## config.mk

```make
export PLATFORM = sky130hd
export DESIGN_NAME = sitda_front
export DESIGN_NICKNAME = d
export VERILOG_FILES = /design/src/hw/rtl/sitda_pkg.sv /design/src/hw/rtl/sitda_front.sv
export SDC_FILE = /design/constraint.sdc
export NUM_CORES = 1
export LEC_CHECK = 0
export BUFFER_PORTS_ARGS = -buffer_cell sky130_fd_sc_hd__buf_4
export CORE_UTILIZATION = 50
export CTS_CLUSTER_DIAMETER = 100
export DETAILED_ROUTE_END_ITERATION = 12
export PLACE_DENSITY_LB_ADDON = 0.2
export SYNTH_ARGS = -nofsm -noshare
export SYNTH_HDL_FRONTEND = slang
export SYNTH_SLANG_ARGS = --single-unit
```

## constraint.sdc

```tcl
create_clock -name clk -period 5.45 [get_ports clk]
set_clock_uncertainty 0.1 [all_clocks]
set_input_delay 0.545 -clock clk [delete_from_list [all_inputs] [get_ports clk]]
set_output_delay 0.545 -clock clk [all_outputs]
set_load 0.02 [all_outputs]
```

## src/hw/rtl/sitda_pkg.sv

```systemverilog
// ============================================================================
// sitda_pkg
// Shared types and constants for the signed integer to decimal text converter.
// ============================================================================
package sitda_pkg;

    // Width of the incoming two's complement value
    localparam int VALUE_WIDTH = 32;

    // Decimal digits of the largest magnitude, 2^(VALUE_WIDTH-1)
    localparam int MAX_DIGITS = ((VALUE_WIDTH - 1) * 30103) / 100000 + 1;
    localparam int DIG_IDX_W  = $clog2(MAX_DIGITS);
    localparam int DIG_CNT_W  = $clog2(MAX_DIGITS + 1);

    // Character codes
    localparam logic [7:0] ASCII_ZERO  = 8'h30;
    localparam logic [7:0] ASCII_MINUS = 8'h2D;

    // Divide by ten through a reciprocal: q = (x * RECIP) >> (VALUE_WIDTH + 4),
    // exact for every VALUE_WIDTH-bit x since the rounding error stays below 16.
    localparam int RADIX       = 10;
    localparam int RECIP_SHIFT = VALUE_WIDTH + 4;
    localparam logic [RECIP_SHIFT:0] RECIP_POW = {1'b1, {RECIP_SHIFT{1'b0}}};
    localparam logic [RECIP_SHIFT:0] RECIP_FULL =
        (RECIP_POW + (RECIP_SHIFT + 1)'(RADIX - 1)) / (RECIP_SHIFT + 1)'(RADIX);
    localparam logic [VALUE_WIDTH:0] RECIP = RECIP_FULL[VALUE_WIDTH:0];
    localparam int MUL_W = 2 * VALUE_WIDTH + 1;

    // One classified conversion job
    typedef struct packed {
        logic                   negative;
        logic [VALUE_WIDTH-1:0] magnitude;
    } job_t;

    // Back-end sequencer states
    typedef enum logic [1:0] {
        BK_IDLE,
        BK_DIVIDE,
        BK_SIGN,
        BK_DIGIT
    } back_state_t;

endpackage

```

## src/hw/rtl/sitda_front.sv

```systemverilog
// ============================================================================
// sitda_front
// Input stage: takes one value per beat, splits it into sign and magnitude.
// ============================================================================
module sitda_front (
    input  logic                                 clk,
    input  logic                                 rst_n,
    input  logic                                 push,
    output logic                                 full,
    input  logic signed [sitda_pkg::VALUE_WIDTH-1:0] value,
    output logic                                 job_push,
    input  logic                                 job_full,
    output sitda_pkg::job_t                      job
);
    import sitda_pkg::*;

    logic stage_valid_reg;
    logic stage_valid_next;
    job_t stage_job_reg;
    job_t classified;
    logic accept;

    // Classify: sign bit and unsigned magnitude (most negative maps to 2^(W-1))
    always_comb
    begin
        classified.negative  = value[VALUE_WIDTH-1];
        classified.magnitude = value[VALUE_WIDTH-1] ? (~value + VALUE_WIDTH'(1))
                                                     : value;
    end

    // Accept while the stage is empty or drains into the queue this cycle
    assign full   = stage_valid_reg && job_full;
    assign accept = push && !full;

    always_comb
    begin
        if (accept)
        begin
            stage_valid_next = 1'b1;
        end
        else if (!job_full)
        begin
            stage_valid_next = 1'b0;
        end
        else
        begin
            stage_valid_next = stage_valid_reg;
        end
    end

    always_ff @(posedge clk or negedge rst_n)
    begin
        if (!rst_n)
        begin
            stage_valid_reg <= 1'b0;
        end
        else
        begin
            stage_valid_reg <= stage_valid_next;
        end
    end

    // Hold the job until the queue takes it
    always_ff @(posedge clk)
    begin
        if (accept)
        begin
            stage_job_reg <= classified;
        end
    end

    assign job_push = stage_valid_reg;
    assign job      = stage_job_reg;

endmodule

```

* After elaboration in Yosys (flattened, before gate mapping) *
Index checks and enable logic that the tools add are counted.

word-level totals
  register bits after elaboration = 34
  input port bits = 36
  output and inout bits = 35
  word-level logic and storage cells = 13

cells by class
  add/sub/neg operators = 1
  equality and inequality tests = 1
  mux-type cells = 3
  bitwise logic cells = 1
  reduce and logical (&&, ||, !) cells = 3

operator list
  cell                                                                      number
  32-bit by 2-bit adder with 32-bit output (second input constant)          1
  32-bit NOT                                                                1
  31-bit 2-to-1 mux                                                         1
  1-bit logical AND                                                         2
  1-bit 2-to-1 mux                                                          2
  2-bit by 1-bit inequality test with 1-bit output (second input constant)  1
  1-bit logical NOT                                                         1

* Logic depth before layout (Yosys ltp) *
  word-level depth = 4
  mapped depth = 5
  gate-level depth less buffers = 5

* Worst setup path before layout *
Ideal clock, no wire load.

  path type = input -> register
  from = input port job_full
  to = register stage_job_reg (netlist bit job[0]), enable pin
  data arrival time = 2.292 ns
  slack = 2.632 ns
  stages on the path = 2
  cells stage by stage = and2_1 -> nor2b_1

between the ends
  longest elaborated chain between the ends = 3

ends and longest elaborated chain
  what                  RTL line           text
  start, declared       sitda_front.sv:12  input logic job_full,
  1-bit logical AND     sitda_front.sv:32  assign full = stage_valid_reg && job_full;
  1-bit logical NOT     sitda_front.sv:33  assign accept = push && !full;
  1-bit logical AND     sitda_front.sv:33
  via accept            sitda_front.sv:21  logic accept;
  end signal, assigned  sitda_front.sv:68  stage_job_reg <= classified;
  end, declared         sitda_front.sv:19  job_t stage_job_reg;

The timed path passes the listed nets, and every way through them passes these cells.
A chain may end at the register's enable or synchronous reset.

==> run_summary.xml <==
<?xml version="1.0" encoding="UTF-8"?>
<metrics>
  <group name="run_status">
    <metric name="status" unit="">finished clean</metric>
  </group>
  <group name="grt">
    <metric name="antenna_found_initial" unit="">0</metric>
    <metric name="grtUsageTotal" unit="">0.2002</metric>
    <metric name="grt_max_degree" unit="">34</metric>
    <metric name="first_pass_grt_wire_length" unit="mm">5.340</metric>
    <metric name="first_global_vias" unit="">1223</metric>
    <metric name="final_global_route_overflow_total" unit="">0</metric>
  </group>
  <group name="yosys">
    <metric name="fraction_of_synthesized_area_in_multiplexers" unit="">0</metric>
    <metric name="synth_enable_flop_cells" unit="">33</metric>
    <metric name="dominant_combinational_cell_family_by_area_after_synthesis" unit="">simple AND/OR/NAND/NOR gates</metric>
    <metric name="post_synth_fa_ha_maj_area_fraction" unit="">0.01387</metric>
    <metric name="synth_cells" unit="">134</metric>
    <metric name="ys_async_sr_fraction" unit="">0.02941</metric>
    <metric name="synth_compound_gate_area_share" unit="">0.1297</metric>
    <metric name="ys_warn_count" unit="">0</metric>
    <metric name="yosysSeqAreaShare" unit="">0.5631</metric>
    <metric name="synth.cells.most_frequent" unit="">sky130_fd_sc_hd__edfxtp_1, sky130_fd_sc_hd__xnor2_1, sky130_fd_sc_hd__nand2_1</metric>
    <metric name="yosys_register_bits" unit="">34</metric>
    <metric name="synth.lib_cells_used.distinct" unit="">30</metric>
    <metric name="yosysTopAreaCellShare" unit="">0.5492</metric>
    <metric name="synth_area" unit="um2">1804</metric>
    <metric name="ys.flop_type" unit="">sky130_fd_sc_hd__edfxtp_1</metric>
    <metric name="syn_nets" unit="">172</metric>
    <metric name="synth_xor_xnor_area_share" unit="">0.1408</metric>
    <metric name="synthSimpleGateAreaFrac" unit="">0.1422</metric>
    <metric name="synth_top_area_cell" unit="">sky130_fd_sc_hd__edfxtp_1</metric>
    <metric name="synthesis.area_per_instance" unit="um2">13.46</metric>
    <metric name="synth_area_leaders" unit="">sky130_fd_sc_hd__edfxtp_1, sky130_fd_sc_hd__xnor2_1, sky130_fd_sc_hd__o41ai_2, sky130_fd_sc_hd__o31ai_1, sky130_fd_sc_hd__nand2_1</metric>
    <metric name="synth.most_common_cell" unit="">sky130_fd_sc_hd__edfxtp_1</metric>
  </group>
  <group name="placement">
    <metric name="place_area" unit="um2">2386</metric>
    <metric name="routability_congestion_estimate" unit="">0.7612</metric>
    <metric name="placement.io_buffers" unit="">70</metric>
    <metric name="detailed_place_hpwl" unit="mm">2.814</metric>
    <metric name="post-place-cells" unit="">248</metric>
  </group>
  <group name="die">
    <metric name="initial_core_util" unit="">0.5323</metric>
    <metric name="die-height" unit="um">62.07</metric>
    <metric name="floorplan.rows" unit="">21</metric>
    <metric name="core_area" unit="um2">3390</metric>
    <metric name="num_io_pins" unit="">71</metric>
    <metric name="die_area" unit="um2">3853</metric>
    <metric name="die_w" unit="um">62.07</metric>
  </group>
  <group name="clock_tree">
    <metric name="cts_inserted_buffers" unit="">5</metric>
    <metric name="cts-root-buf" unit="">sky130_fd_sc_hd__clkbuf_4</metric>
    <metric name="h-tree-depth" unit="">2</metric>
    <metric name="cts_tree" unit="">built</metric>
    <metric name="cts.sinks" unit="">34</metric>
    <metric name="clock_path_buffers" unit="">2</metric>
    <metric name="clk_latency_worst_skew_pair" unit="ps">320</metric>
    <metric name="clk_transition_reported_paths" unit="ps">90</metric>
  </group>
  <group name="setup_path">
    <metric name="cp-startpoint" unit="">value[5]</metric>
    <metric name="crit_path_max_fanout" unit="">6</metric>
    <metric name="endpoint_type_of_the_worst_setup_path" unit="">register</metric>
    <metric name="critical_path.startpoint_type" unit="">primary input</metric>
    <metric name="slowest_delay" unit="ps">480</metric>
    <metric name="cp_cell_sequence" unit="">buf_4 -&gt; nor4_4 -&gt; nand4_1 -&gt; o31ai_1 -&gt; xnor2_1</metric>
    <metric name="cp_slowest_cell" unit="">sky130_fd_sc_hd__nor4_4</metric>
    <metric name="cp.required" unit="ps">5420</metric>
    <metric name="timing.critical_path.arrival" unit="ps">2020</metric>
    <metric name="worstReg2RegStart" unit="">job_push</metric>
    <metric name="critical_path_class" unit="">in2reg</metric>
  </group>
  <group name="timing">
    <metric name="worstMarginPinSlew" unit="ps">462.9</metric>
    <metric name="finalCriticalPeriod" unit="ps">2050</metric>
    <metric name="timing_max_transition_violations_final" unit="">0</metric>
    <metric name="setup_viol_count_final" unit="">0</metric>
    <metric name="timing.final.crit_share" unit="">0.3761</metric>
    <metric name="grt_setup_unrepaired" unit="">false</metric>
    <metric name="setup-tns-final" unit="ps">0</metric>
    <metric name="finalHoldViolCount" unit="">0</metric>
    <metric name="fmax" unit="MHz">487.8</metric>
    <metric name="slew-limit-headroom" unit="">0.6891</metric>
  </group>
  <group name="drt">
    <metric name="route.final.wire_length" unit="mm">3.696</metric>
    <metric name="first_iter_violations" unit="">45</metric>
    <metric name="drt_pass1_iterations" unit="">4</metric>
    <metric name="avgViaCountPerCell" unit="">5.311</metric>
    <metric name="drc" unit="">0</metric>
    <metric name="wl_per_cell" unit="um">14.38</metric>
    <metric name="drtAntennaViolNets" unit="">0</metric>
    <metric name="num_vias" unit="">1365</metric>
  </group>
  <group name="pwr">
    <metric name="power.total" unit="W">0.0005762</metric>
    <metric name="internal_power" unit="W">0.0004245</metric>
    <metric name="power_per_unit_of_standard_cell_area" unit="nW/um2">235.7</metric>
    <metric name="cellLeakagePower" unit="nW">0.9090</metric>
    <metric name="vdd.ir_drop.worst" unit="mV">0.1302</metric>
    <metric name="power_frac_clock" unit="">0.221</metric>
    <metric name="power_switching_share" unit="">0.2634</metric>
    <metric name="sequentialPowerShare" unit="">0.549</metric>
    <metric name="p_sw" unit="W">0.0001518</metric>
    <metric name="power.share.combinational" unit="">0.230</metric>
  </group>
  <group name="cells_and_area">
    <metric name="ratio_of_cells_with_drive_above_1_in_the_final_layout" unit="">0.4265</metric>
    <metric name="layout.cell_area.non_filler" unit="um2">2445</metric>
    <metric name="area.growth.synth_to_final" unit="%">35.51</metric>
    <metric name="seqCellArea" unit="um2">1016</metric>
    <metric name="antenna_cells_inserted" unit="">0</metric>
    <metric name="n_fill_cell" unit="">238</metric>
    <metric name="fin_nets" unit="">248</metric>
    <metric name="final-instance-count-excl-fill" unit="">257</metric>
    <metric name="multiInputGateArea" unit="um2">772.0</metric>
  </group>
  <group name="min_path">
    <metric name="holdCritStartpoint" unit="">push</metric>
    <metric name="hold_path.class" unit="">in2reg</metric>
  </group>
  <group name="run">
    <metric name="maxCapViolations" unit="">0</metric>
  </group>
</metrics>
==> repair_timing <==
item	CTS	global route
setup buffers	0	0
gates resized for setup	0	0
hold endpoints to repair	1	0
hold buffers	1	0
==> state kept, by name, summed over array words and instances (netlist names) <==
register and cells:
job 33, job_push 1
==> through the flow <==
step                setup WS (ps)  utilization  hold WS [ps]
detailed placement           3062       0.7040         225.2
CTS                          3424       0.7213         304.6
global placement             3177       0.7040         220.4
floorplan                    2632            -         149.4
global route                 3347       0.7213         300.3
finish                       3400       0.7213         317.3
==> power by group through the flow <==
stage	registers, W	logic (W)	clock network (W)
6_report	0.000317	0.000133	0.000127
5_1_grt	0.000318	0.000144	0.000141
4_1_cts	0.000317	0.000134	0.000130
3_5_place_dp	0.000323	0.000133	0
3_3_place_gp	0.000322	0.000130	0
2_1_floorplan	0.000346	0.0000426	0
==> placed cells by master (no fill, tap or decap), drive strengths merged, types with 3 or more instances in the layout <==
cell and n:
nand2 12, nor4 5, nor2 5, nand4 3, o21ai 8, o31ai 11
clkbuf 8, xnor2 29, buf 71, o41ai 7, edfxtp 33
==> critical path: cells and delay by family <==
| kind | cells | cell delay, ps |
|---|---|---|
| AO/OA/AOI/OAI | 1 | 390 |
| buffers and inverters | 1 | 130 |
| AND/OR/NAND/NOR | 2 | 860 |
| XOR/XNOR | 1 | 110 |
==> cell families (layout without fill, tap and decap cells) <==
logic type	Yosys count	in the layout
and+or+nand+nor	38	38
DFF	34	34
xor gates and xnor gates	29	29
AOI/OAI and AO/OA	26	26
buffers and inverters	5	82
adders and majority gates	2	2
==> final cells by class <==
type                            instances  share of cell area
Multi-Input combinational cell         95              0.3158
Inverter                                2            0.003071
Clock buffer                            8             0.01996
Sequential cell                        34              0.4156
Timing Repair Buffer                   72              0.2221
Tap cell                               46             0.02354
==> final timing paths <==
| check | slack [ps] | endpoint | cells after the start |
|---|---|---|---|
| worst max-delay path | 3400 | job[22] | 5 |
| worst min-delay path | 320 | job_push | 2 |
| worst max register to register | 3960 | job[12] | 3 |
| worst min register to register | 570 | job_push | 2 |
| max in group asynchronous | 4740 | job_push | 2 |
| min in group asynchronous | 430 | job_push | 2 |
==> layer usage <==
metal | global-route usage | share of wire | wire length (um)
met5 | 0 | 0 | 0
met4 | 0.1016 | 0.019 | 71
met1 | 0.2251 | 0.40 | 1492
met3 | 0.05797 | 0.058 | 216
met2 | 0.3450 | 0.52 | 1916
Power figures use the tool's default switching activity.
