<file path="src/hw/rtl/sitda_pkg.sv">
// ============================================================================
// sitda_pkg
// Shared types and constants for the signed integer to decimal text converter.
// ============================================================================
package sitda_pkg;

    // Width of the incoming two's complement value
    localparam int VALUE_WIDTH = 32;

    // Decimal digits of the largest magnitude, 2^(VALUE_WIDTH-1)
    localparam int MAX_DIGITS = ((VALUE_WIDTH - 1) * 30103) / 100000 + 1;
    localparam int DIG_IDX_W  = $clog2(MAX_DIGITS);
    localparam int DIG_CNT_W  = $clog2(MAX_DIGITS + 1);

    // Character codes
    localparam logic [7:0] ASCII_ZERO  = 8'h30;
    localparam logic [7:0] ASCII_MINUS = 8'h2D;

    // Divide by ten through a reciprocal: q = (x * RECIP) >> (VALUE_WIDTH + 4),
    // exact for every VALUE_WIDTH-bit x since the rounding error stays below 16.
    localparam int RADIX       = 10;
    localparam int RECIP_SHIFT = VALUE_WIDTH + 4;
    localparam logic [RECIP_SHIFT:0] RECIP_POW = {1'b1, {RECIP_SHIFT{1'b0}}};
    localparam logic [RECIP_SHIFT:0] RECIP_FULL =
        (RECIP_POW + (RECIP_SHIFT + 1)'(RADIX - 1)) / (RECIP_SHIFT + 1)'(RADIX);
    localparam logic [VALUE_WIDTH:0] RECIP = RECIP_FULL[VALUE_WIDTH:0];
    localparam int MUL_W = 2 * VALUE_WIDTH + 1;

    // One classified conversion job
    typedef struct packed {
        logic                   negative;
        logic [VALUE_WIDTH-1:0] magnitude;
    } job_t;

    // Back-end sequencer states
    typedef enum logic [1:0] {
        BK_IDLE,
        BK_DIVIDE,
        BK_SIGN,
        BK_DIGIT
    } back_state_t;

endpackage

</file>
<file path="src/hw/rtl/sitda_queue.sv">
// ============================================================================
// sitda_queue
// Two-entry job queue between the input stage and the digit back end.
// ============================================================================
module sitda_queue (
    input  logic            clk,
    input  logic            rst_n,
    input  logic            push,
    output logic            full,
    input  sitda_pkg::job_t wr_job,
    input  logic            pop,
    output logic            empty,
    output sitda_pkg::job_t rd_job
);
    import sitda_pkg::*;

    job_t       entry_reg [2];
    logic       wr_ptr_reg;
    logic       rd_ptr_reg;
    logic [1:0] count_reg;
    logic       do_push;
    logic       do_pop;

    assign full    = (count_reg == 2'd2);
    assign empty   = (count_reg == 2'd0);
    assign do_push = push && !full;
    assign do_pop  = pop && !empty;
    assign rd_job  = entry_reg[rd_ptr_reg];

    // Advance pointers and occupancy
    always_ff @(posedge clk or negedge rst_n)
    begin
        if (!rst_n)
        begin
            wr_ptr_reg <= 1'b0;
            rd_ptr_reg <= 1'b0;
            count_reg  <= 2'd0;
        end
        else
        begin
            if (do_push)
            begin
                wr_ptr_reg <= !wr_ptr_reg;
            end
            if (do_pop)
            begin
                rd_ptr_reg <= !rd_ptr_reg;
            end
            if (do_push && !do_pop)
            begin
                count_reg <= count_reg + 2'd1;
            end
            else if (do_pop && !do_push)
            begin
                count_reg <= count_reg - 2'd1;
            end
        end
    end

    // Store the incoming job
    always_ff @(posedge clk)
    begin
        if (do_push)
        begin
            entry_reg[wr_ptr_reg] <= wr_job;
        end
    end

endmodule

</file>
<file path="config.mk">
export PLATFORM = sky130hd
export DESIGN_NAME = sitda_queue
export DESIGN_NICKNAME = d
export VERILOG_FILES = /design/src/hw/rtl/sitda_pkg.sv /design/src/hw/rtl/sitda_queue.sv
export SDC_FILE = /design/constraint.sdc
export NUM_CORES = 1
export LEC_CHECK = 0
export BUFFER_PORTS_ARGS = -buffer_cell sky130_fd_sc_hd__buf_2
export CAP_MARGIN = 25
export CORE_UTILIZATION = 30
export CTS_CLUSTER_SIZE = 40
export DETAILED_ROUTE_END_ITERATION = 8
export PLACE_DENSITY = 0.49
export SYNTH_ARGS = -nofsm -noshare
export SYNTH_HDL_FRONTEND = slang
export SYNTH_SLANG_ARGS = --single-unit
</file>
<file path="constraint.sdc">
create_clock -name clk -period 3.6 [get_ports clk]
set_clock_uncertainty 0.2 [all_clocks]
set_input_delay 0.18 -clock clk [delete_from_list [all_inputs] [get_ports clk]]
set_output_delay 0.18 -clock clk [all_outputs]
set_load 0.05 [all_outputs]
</file>
Yosys cells after proc, flatten, opt, wreduce, memory -nomap -nowiden. Memories as Yosys holds them, arrays and structs flattened. Index checks and enable logic that the tools add are counted.

Register bits after elaboration: 4. Input port bits: 37. Memories kept: 1. Output and inout bits: 35. Bits in writable memories: 66. Logic and storage cells: 23.

Equal/unequal tests: 1. Add/sub/neg operators: 2. Reductions and logical operators: 12. Muxes and demuxes: 4.

Memory list: entry_reg (words 2, width 33, read ports 1, clocked after Yosys merged registers in 0, wr ports 1, RTL line sitda_queue.sv:17) `job_t entry_reg [2];`.

Operators with widths (number): $logic_not 1->1 (6); $logic_and 1x1->1 (4); $mux 2 (2); $add 2x1->2 const B (1); $eq 2x2->1 const B (1); $logic_not 2->1 (1); $mux 1 (2); $reduce_bool 2->1 (1); $sub 2x1->2 const B (1).

Depth between registers and ports, before layout. Gate-level depths: netlist (run 1).

Depth after elaboration: 7. Mapped depth: 7. Gate-level depth less buffers: 7.

Least setup slack after synthesis (run 1). No wires, ideal clock.

Kind: register -> register. Start point: register count_reg[0]. End point: memory entry_reg[0][0] in the netlist's numbering (enable). Setup slack: 932 ps. Cell stages (with the launch flop): 4. Arrival: 2045 ps. Cells stage by stage: dfrtp_1 nand2b_1 nand2_1 nor2_1.

Cells in the longest elaborated chain, start to end: 5.

Ends and longest elaborated chain: start: declaration (RTL line sitda_queue.sv:20) `logic [1:0] count_reg;`; start signal: assignment (RTL line sitda_queue.sv:51) `count_reg <= count_reg + 2'd1;`; start signal: assignment (RTL line sitda_queue.sv:55) `count_reg <= count_reg - 2'd1;`; $eq 2x2->1 (RTL line sitda_queue.sv:24) `assign full = (count_reg == 2'd2);`; $logic_not 1->1 (RTL line sitda_queue.sv:26) `assign do_push = push && !full;`; $logic_and 1x1->1 (RTL line sitda_queue.sv:26); $mux 1 (RTL line sitda_queue.sv:63) `if (do_push)`; $mux 1 (not written as such) (RTL line sitda_queue.sv:65) `entry_reg[wr_ptr_reg] <= wr_job;`; end: declaration (RTL line sitda_queue.sv:17).

Every way passes these cells.

==> impl_results.md, run 1 <==
- Clock sinks: 70
- VDD IR max: 0.549 mV
- Core area: 0.00876 sq mm
- Via count: 1421
- Filler Cell Count: 816
- Die X: 97.4 microns
- Max Cap Violations: 0
- Syn_nets: 160
- Max Slew Vio Count: 0
- Reg-to-Reg Start: count_reg[0]
- Root Driver: clkbuf_8
- Crit Path Max Fanout: 21
- Post-Syn Area: 0.00273 sq mm
- Worst-Skew Late Latency: 0.33 ns
- Top cell type's share of synthesized area: 72.6%
- Startpoint Class: flip-flop
- Total global routing overflow: 0
- Achievable Freq: 0.453 GHz
- Worst Hold Path EP: wr_ptr_reg
- # rows: 34
- Relative slew slack: 45.8%
- Post-CTS sizing: 0
- Max FFs per register: 66
- Fraction of layout cells with a size suffix above 1: 50.2%
- Worst Path Buf+Inv: 2
- Area Growth Syn to Fin: 38.6%
- Top Ports: 72
- Syn Area/Cell: 22.4 sq um
- Min Clock Period, post-route: 2.21 ns
- PortBufs: 71
- Final number of setup-violating endpoints: 0
- Detail Placement HPWL: 2870 microns
- Multiplexer area fraction after synthesis: 17.6%
- Pre-CTS WS: 1.47 ns
- Worst-path clk slew: 0.06 ns
- Critical Path Slowest Stage Cell: dfrtp_2
- Final hold violations: 0
- FF-to-FF End: entry_reg[1][32]
- Hold depth: 3
- Critical-path cell list: buf_12 > mux2_2 > buf_2
- Setup ws final: 1.39 ns
- Overall power: 3360 uW
- Drc violations: 0
- WS Path Type: reg -> out
- Hold Buf Count CTS: 36
- Hold Crit Class: in -> reg
- Hold Crit Start: push
- Largest stage delay on the critical path: 0.67 ns
- Top cells by area, synth: edfxtp_1 73%, mux2_4 16%, dfrtp_1 3.7%, buf_12 2.2%, mux2_2 1.6%
- GP Congestion: 0.644
- Initial Utilization: 31.2%
- H-tree level count: 3
- Die H: 97.4 microns
- Ys Warns: 0
- CTS tree: done
- Cell taking the most area after synthesis: edfxtp_1
- Final core occ: 43.2%
- Netlist cell types: 15
- Routed Antenna Nets: 0
- Initial DRC count: 60
- Mapped Cells: 122
- Post-Route WL: 4670 microns
- Final period util: 61.4%
- Status: completed
- # Post-CTS Setup Buffers: 0
- Synth Area in Compound Gates: 0.183%
- Initial antenna violation count: 0
- Ant. Diodes: 0
- RSZ-0062 raised after global routing: no
- Dpl cell area: 0.00316 sq mm
- Routed length per placed instance: 13.3 microns
- Number of global-route vias before repair: 1532
- Delay-heaviest family, CP: flip-flops
- TNS Setup: 0 ns
- Simple-gate share of the synthesized area: 1.01%
- Worst-Margin Slew: 0.813 ns
- Yosys reg bits: 70
- TritonCTS Buffers: 9
- Post-Synth XOR/XNOR Area: 1.60%
- Leakage: 0.00153 uW
- First-pass GRT wire length: 7320 microns
- Nets@finish: 276
- Element type at the critical path end: output pin
- WP data arrival: 1.83 ns
- Drt first pass iters: 4
- Pin count of the biggest net entering global routing: 35
- Clock buffer depth: 2
- Post-synthesis sequential area ratio: 76.3%
- Die ar.: 0.00949 sq mm
- Cells on worst reg2reg path: 2
- CP required: 3.22 ns
- Reg-to-reg slack, setup: 1.68 ns
- Largest family of logic cells by synthesized area: multiplexers
- Overall Global Routing Usage: 10.3%
- Final Cell Area: 0.00378 sq mm
- Synth Area in Adders: 0.458%
- Avg Vias per Cell: 4.05
- Power per cell area: 888 mW/mm^2
[placed cells by master (no fill, tap or decap), types with 2 or more instances in the layout]
cell	synthesis	layout
buf_2	0	71
edfxtp_1	66	66
dlygate4sd3_1	0	36
mux2_4	29	29
clkbuf_8	0	10
mux2_2	4	4
xnor2_1	3	3
clkbuf_1	0	3
dfrtp_1	4	3
inv_1	2	2
nor2_1	3	2
xor2_1	2	2
bufinv_16	0	2
[worst max-delay path by stage]
| stage | startpoint | endpoint | cells after the start |
|---|---|---|---|
| 2_1_floorplan | count_reg[0] | entry_reg[0][0] | 3 |
| 3_3_place_gp | count_reg[0] | entry_reg[0][32] | 3 |
| 3_5_place_dp | count_reg[0] | entry_reg[0][4] | 3 |
| 4_1_cts | rd_ptr_reg | rd_job[27] | 2 |
| 5_1_grt | rd_ptr_reg | rd_job[27] | 3 |
| 6_report | rd_ptr_reg | rd_job[27] | 3 |
[where the power goes]
part	total [uW]	leakage, uW	internal [uW]	switching, uW
Sequential	1220	0.000659	1120	103
Clock	680	0.000104	410	270
Combinational	1460	0.000763	506	953
Total	3360	0.00153	2030	1330
[Yosys cell counts, drive strengths merged]
library cell  instances
xnor2                 3
inv                   2
buf                   4
and3                  1
ha                    1
nand2                 1
dfrtp                 4
edfxtp               66
o21ai                 1
nor2                  3
mux2                 33
nand2b                1
xor2                  2
[final cells by class]
cell class	instances	area, sq um	share of cell area (%)
timing repair buffer	109	763	20.2
tap	108	135	3.57
sequential	70	2080	55.1
multi-input combinational	46	578	15.3
clock inverter	3	67.6	1.79
inverter	2	7.51	0.198
clock buffer	13	149	3.94
[worst min-delay path, cell delays in order]
cell and delay (ns):
buf_2 0.10, nand2_1 0.15, xnor2_1 0.08
[per-stage QoR]
| stage | instances | hold WS [ns] |
|---|---|---|
| 2_1_floorplan | 122 | -0.316 |
| 3_3_place_gp | 297 | -0.205 |
| 3_5_place_dp | 297 | -0.205 |
| 4_1_cts | 349 | 0.00313 |
| 5_1_grt | 351 | 0.0350 |
| 6_report | 351 | 0.0259 |
[per-layer routing]
layer	GRT usage [%]	routed length [microns]	vias up	share of wire, %
met2	16.7	2310	49	49
met4	5.09	62	0	1.3
met5	0	0	-	0
li1	-	-	701	-
met1	12.4	2040	662	44
met3	3.31	255	9	5.5
[cell families (layout without fill, tap and decap cells)]
logic type                 after synthesis  in the layout
buffers and inverters                    6            127
and+or+nand+nor                          6              6
adders and majority gates                1              1
DFF                                     70             70
AOI/OAI and AO/OA                        1              1
xor gates and xnor gates                 5              5
muxes                                   33             33
(Power assumes the default switching activity.)
==> inputs of run 2 (changes only) <==
--- a/config.mk
+++ b/config.mk
@@ -5,12 +5,13 @@
 export SDC_FILE = /design/constraint.sdc
 export NUM_CORES = 1
 export LEC_CHECK = 0
+export ABC_AREA = 1
 export BUFFER_PORTS_ARGS = -buffer_cell sky130_fd_sc_hd__buf_2
 export CAP_MARGIN = 25
 export CORE_UTILIZATION = 30
 export CTS_CLUSTER_SIZE = 40
 export DETAILED_ROUTE_END_ITERATION = 8
-export PLACE_DENSITY = 0.49
+export PLACE_DENSITY = 0.51
 export SYNTH_ARGS = -nofsm -noshare
 export SYNTH_HDL_FRONTEND = slang
 export SYNTH_SLANG_ARGS = --single-unit
==> constraint.sdc (replaced) <==
create_clock -name clk -period 1.94 [get_ports clk]
set_clock_uncertainty 0.2 [all_clocks]
set_input_delay 0.097 -clock clk [delete_from_list [all_inputs] [get_ports clk]]
set_output_delay 0.097 -clock clk [all_outputs]
set_load 0.05 [all_outputs]
==> impl_results.md, run 2 <==
- DP Cell Count: 383
- Top cells by count, synth: 108 x nand2_1, 66 x edfxtp_1, 7 x inv_1
- Max Slew Vio Count: 0
- Routed wl met2: 2660 microns
- Min Clock Period, post-route: 1.81 ns
- Max FFs per register: 66
- Hold Crit Class: in -> reg
- Die ar.: 0.00918 sq mm
- Routed length per placed instance: 12.4 microns
- Post-synthesis sequential area ratio: 78.8%
- Worst-Skew Late Latency: 0.33 ns
- Avg Vias per Cell: 4.11
- Met1 Routed Length: 2430 microns
- Achievable Freq: 0.552 GHz
- Number of global-route vias before repair: 1783
- Die X: 95.8 microns
- Top cell type's share of synthesized area: 75.0%
- Async SR Flop Fraction: 5.71%
- Ant. Diodes: 0
- Ys Warns: 0
- WP data arrival: 1.63 ns
- Die H: 95.8 microns
- Routed Antenna Nets: 0
- EDFF count, synth: 66
- PortBufs: 71
- Relative slew slack: 46.7%
- Status: completed
- RSZ-0062 raised after global routing: no
- Final period util: 93.4%
- GP Congestion: 0.744
- Initial Utilization: 31.5%
- CTS tree: done
- Filler Cell Count: 774
- Mapped Cells: 204
- Drc violations: 0
- Startpoint Class: flip-flop
- Top Ports: 72
- Initial antenna violation count: 0
- Drt first pass iters: 4
- H-tree level count: 3
- Area Growth Syn to Fin: 41.6%
- Critical Path Slowest Stage Cell: o21ai_0
- # Post-CTS Setup Buffers: 0
- Final core occ: 44.6%
- Power per cell area: 1670 mW/mm^2
- Yosys reg bits: 70
- Critical-path cell list: o21ai_0 > nor2_4
- Cell taking the most area after synthesis: edfxtp_1
- Fraction of layout cells with a size suffix above 1: 31.6%
- Delay-heaviest family, CP: compound AO/OA/AOI/OAI gates
- Element type at the critical path end: flip-flop
- Initial DRC count: 59
- Smallest hold slack: 0.281 ns
- Overall power: 6250 uW
- Clock sinks: 70
- Crit Path Max Fanout: 17
- Root Driver: clkbuf_8
- Core area: 0.00838 sq mm
- Highest routed metal layer: met4
- Max Cap Violations: 0
- Met3 WL: 244 microns
- Detail Placement HPWL: 3450 microns
- Worst Path Buf+Inv: 0
- Largest stage delay on the critical path: 0.64 ns
- Post-Route WL: 5410 microns
- Syn_nets: 242
- Nets@finish: 365
- Final number of setup-violating endpoints: 0
- Leakage: 0.00162 uW
- # rows: 33
- Pin count of the biggest net entering global routing: 19
- Most common flop cell mapped by yosys: edfxtp_1
- TritonCTS Buffers: 9
- Total global routing overflow: 0
- Top cells by area, synth: edfxtp_1 75%, nand2_1 15%, dfrtp_1 3.8%, buf_6 1.3%, inv_1 0.99%
- CP required: 1.76 ns
- Clock buffer depth: 2
- Worst-path clk slew: 0.08 ns
- WS Path Type: reg -> reg
- Final hold violations: 0
- Commonest non-fill, non-tap cell in the layout: nand2_1
- VDD IR max: 0.822 mV
- Most common cell in the netlist: nand2_1
- Worst-Margin Slew: 0.791 ns
- Via count: 1798
- First-pass GRT wire length: 8340 microns
- Final non-filler cell total: 437
- Commonest non-fill, non-tap cells in the layout: 107 x nand2_1, 71 x buf_2, 66 x edfxtp_1, 37 x dlygate4sd3_1, 10 x buf_4
- Overall Global Routing Usage: 12.8%
- Syn Area/Cell: 12.9 sq um
- Post-Syn Area: 0.00264 sq mm
- Netlist cell types: 15
run 2: cell count changes in the layout (fill, tap and decap cells not counted), moves of 3 or more:
cell,before,now
nand2_1,1,107
mux2_4,29,0
buf_4,0,10
mux2_2,4,0
clkinvlp_4,1,4
inv_1,2,5
run 2: cell families after synthesis:
logic type | Yosys count | synth area share, %
AO/OA/AOI/OAI | 2 | 0.379
XOR/XNOR | 1 | 0.332
adder cells (fa/ha/maj) | 1 | 0.474
buffers and inverters | 15 | 3.17
flip-flops | 70 | 78.8
AND/OR/NAND/NOR | 115 | 16.8
run 2: worst reg2reg max path: stages, from the launching register on:
cell and delay (ns):
dfrtp_2 0.40, o21ai_0 0.64, nor2_4 0.26
run 2: routing by layer:
metal	global-route usage, %	vias up
li1	-	924
met5	0	-
met3	4.90	9
met1	14.9	813
met4	4.60	0
met2	21.5	52
run 2: timing repair:
action,CTS,global route
hold endpoints to repair,72,0
hold buffers,37,0
endpoints found under the setup margin,33,0
resized for setup,1,0
run 2: layout make-up:
class                           count  area [sq um]  area share [%]
Tap cell                          105           131            3.51
Clock buffer                       10           128            3.41
Clock inverter                      6          62.6            1.67
Timing Repair Buffer              118           801            21.4
Inverter                            8          33.8           0.903
Multi-Input combinational cell    120           502            13.4
Sequential cell                    70          2080            55.7
run 2: final timing paths:
path	startpoint	to	slack, ns	cells past startpoint
setup / recovery	count_reg[0]	entry_reg[1][6]	0.13	2
hold / removal	wr_job[17]	entry_reg[0][17]	0.28	2
setup reg to reg	count_reg[0]	entry_reg[1][6]	0.13	2
hold reg to reg	wr_ptr_reg	wr_ptr_reg	0.30	2
max in group asynchronous	rst_n	count_reg[0]	0.83	3
min in group asynchronous	rst_n	rd_ptr_reg	0.49	3
run 2: power by group:
part	switching (uW)	leakage (uW)	internal (uW)	total, uW
combinational	2300	0.000868	691	2990
sequential	85.6	0.000661	2070	2150
clock	526	0.0000883	589	1120
run 2: through the flow:
| step | setup TNS, ns | instance area (sq um) | worst slack [ns] |
|---|---|---|---|
| 2_1_floorplan | 0 | 2660 | 0.00176 |
| 3_3_place_gp | -1.39 | 3170 | -0.0433 |
| 3_5_place_dp | -1.72 | 3170 | -0.0534 |
| 4_1_cts | 0 | 3740 | 0.101 |
| 5_1_grt | 0 | 3740 | 0.0329 |
| 6_report | 0 | 3740 | 0.128 |
==> inputs of run 3 (changes only) <==
--- a/config.mk
+++ b/config.mk
@@ -8,10 +8,11 @@
 export ABC_AREA = 1
 export BUFFER_PORTS_ARGS = -buffer_cell sky130_fd_sc_hd__buf_2
 export CAP_MARGIN = 25
-export CORE_UTILIZATION = 30
+export CORE_UTILIZATION = 46
 export CTS_CLUSTER_SIZE = 40
 export DETAILED_ROUTE_END_ITERATION = 8
-export PLACE_DENSITY = 0.51
+export PLACE_DENSITY = 0.73
+export SETUP_SLACK_MARGIN = 0.2
 export SYNTH_ARGS = -nofsm -noshare
 export SYNTH_HDL_FRONTEND = slang
 export SYNTH_SLANG_ARGS = --single-unit
==> impl_results.md, run 3 (synthesis gave the netlist of run 2 again) <==
- Hold depth: 2
- Number of global-route vias before repair: 1886
- Fraction of layout cells with a size suffix above 1: 33.3%
- Leakage: 0.00168 uW
- Startpoint Class: flip-flop
- Worst-Margin Slew: 0.570 ns
- WS Path Type: reg -> out
- Root Driver: clkbuf_8
- Clock buffer depth: 2
- Multi-input gate area: 505 sq um
- Achievable Freq: 0.595 GHz
- Drc violations: 0
- Cells on worst reg2reg path: 8
- Critical-path cell list: buf_4 > nor2_1 > buf_2
- Relative slew slack: 61.7%
- Initial Utilization: 48.0%
- Avg Vias per Cell: 4.56
- Final hold violations: 0
- Core area: 0.00551 sq mm
- Overall Global Routing Usage: 19.4%
- Via count: 1859
- Nets@finish: 369
- Worst-path clk slew: 0.07 ns
- Max Cap Violations: 0
- GP Congestion: 0.700
- Register Area: 0.00208 sq mm
- Worst-Skew Late Latency: 0.34 ns
- Max Slew Vio Count: 0
- Routed Antenna Nets: 0
- H-tree level count: 3
- CP required: 1.64 ns
- RSZ-0062 raised after global routing: yes
- Filler Cell Count: 373
- Routed length per placed instance: 13.1 microns
- Die X: 77.8 microns
- Initial antenna violation count: 0
- Final period util: 86.6%
- Drt first pass iters: 4
- Power per cell area: 1710 mW/mm^2
- Met1 usage: 21.5%
- Final Cell Area: 0.00387 sq mm
- Top Ports: 72
- VDD IR max: 1.29 mV
- Element type at the critical path end: output pin
- CTS tree: done
- PortBufs: 71
- Grt met3 use: 4.24%
- Ant. Diodes: 0
- # rows: 27
- Clock sinks: 70
- Initial DRC count: 50
- Detail Placement HPWL: 3050 microns
- Status: completed
- Gr busiest metal: met2
- DP Cell Count: 346
- Area Growth Syn to Fin: 46.4%
- Max FFs per register: 66
- First-pass GRT wire length: 8510 microns
- Critical Path Slowest Stage Cell: dfrtp_2
- TritonCTS Buffers: 9
- Crit Path Max Fanout: 6
- Total global routing overflow: 0
- Min Clock Period, post-route: 1.68 ns
- Dpl cell area: 0.00312 sq mm
- Post-Route WL: 5330 microns
- Pin count of the biggest net entering global routing: 35
- Largest stage delay on the critical path: 0.40 ns
- Met2 GRT Util: 33.2%
- Hold Crit Class: in -> reg
- Commonest non-fill, non-tap cell in the layout: nand2_1
- Final number of setup-violating endpoints: 0
- Die H: 77.8 microns
- Commonest non-fill, non-tap cells in the layout: 107 x nand2_1, 66 x edfxtp_1, 40 x buf_2, 37 x dlygate4sd3_1, 22 x buf_4
- WP data arrival: 1.38 ns
- Die ar.: 0.00605 sq mm
- Final non-filler cell total: 408
## run 3: cell types whose count changed in the layout (fill, tap and decap cells not counted), moves of 2 or more
cell        previous run  this run
buf_2                 71        40
o21ai_0                2         0
buf_4                 10        22
clkinvlp_4             4         2
clkbuf_4               0        18
buf_12                 0         4
## run 3: layer usage
metal | wire (microns) | vias up
li1 | - | 937
met1 | 2230 | 852
met3 | 223 | 15
met4 | 155 | 0
met2 | 2720 | 55
met5 | 0 | -
## run 3: worst max-delay path: cells and delay by family (launching register included)
family                 cells  cell delay, ns
buffers and inverters      2            0.46
flip-flops                 1            0.40
AND/OR/NAND/NOR            1            0.18
## run 3: path summary, 6_finish.rpt
kind / start / to / slack, ns
setup / recovery: count_reg[0] / empty / 0.26
hold / removal: wr_job[20] / entry_reg[0][20] / 0.27
setup reg to reg: count_reg[0] / count_reg[1] / 0.30
hold reg to reg: wr_ptr_reg / wr_ptr_reg / 0.29
max in group asynchronous: rst_n / rd_ptr_reg / 0.90
min in group asynchronous: rst_n / count_reg[1] / 0.45
## run 3: per-stage QoR
stage          setup TNS [ns]  util (%)  hold slack, ns  worst slack [ns]  total power [uW]
3_3_place_gp            -2.17      56.7          -0.289           -0.0665              5050
4_1_cts                     0      68.7           0.266             0.206              6440
5_1_grt                     0      70.2           0.273             0.193              6940
6_report                    0      70.2           0.274             0.259              6610
3_5_place_dp            -2.76      56.7          -0.290           -0.0845              5100
2_1_floorplan               0         -          -0.399           0.00177              4400
## run 3: repair_timing
| action | in CTS | in global routing |
|---|---|---|
| hold buffers | 37 | 0 |
| setup buffers | 8 | 0 |
| endpoints found under the setup margin | 67 | 34 |
| gates cloned | 1 | 0 |
| pin swaps | 2 | 0 |
| resized for setup | 9 | 43 |
| hold endpoints to repair | 72 | 0 |
## run 3: area by class of cell
type / instances / area share (%)
Clock buffer: 9 / 3.20
Timing Repair Buffer: 122 / 24.9
Sequential cell: 70 / 53.9
Clock inverter: 7 / 1.68
Multi-Input combinational cell: 120 / 13.1
Inverter: 8 / 0.938
Tap cell: 72 / 2.33
## run 3: report_power, final
part | internal [uW] | switching [uW] | total [uW] | leakage, uW
clock | 583 | 513 | 1100 | 0.0000964
sequential | 2070 | 97.1 | 2160 | 0.000660
combinational | 994 | 2360 | 3350 | 0.000925
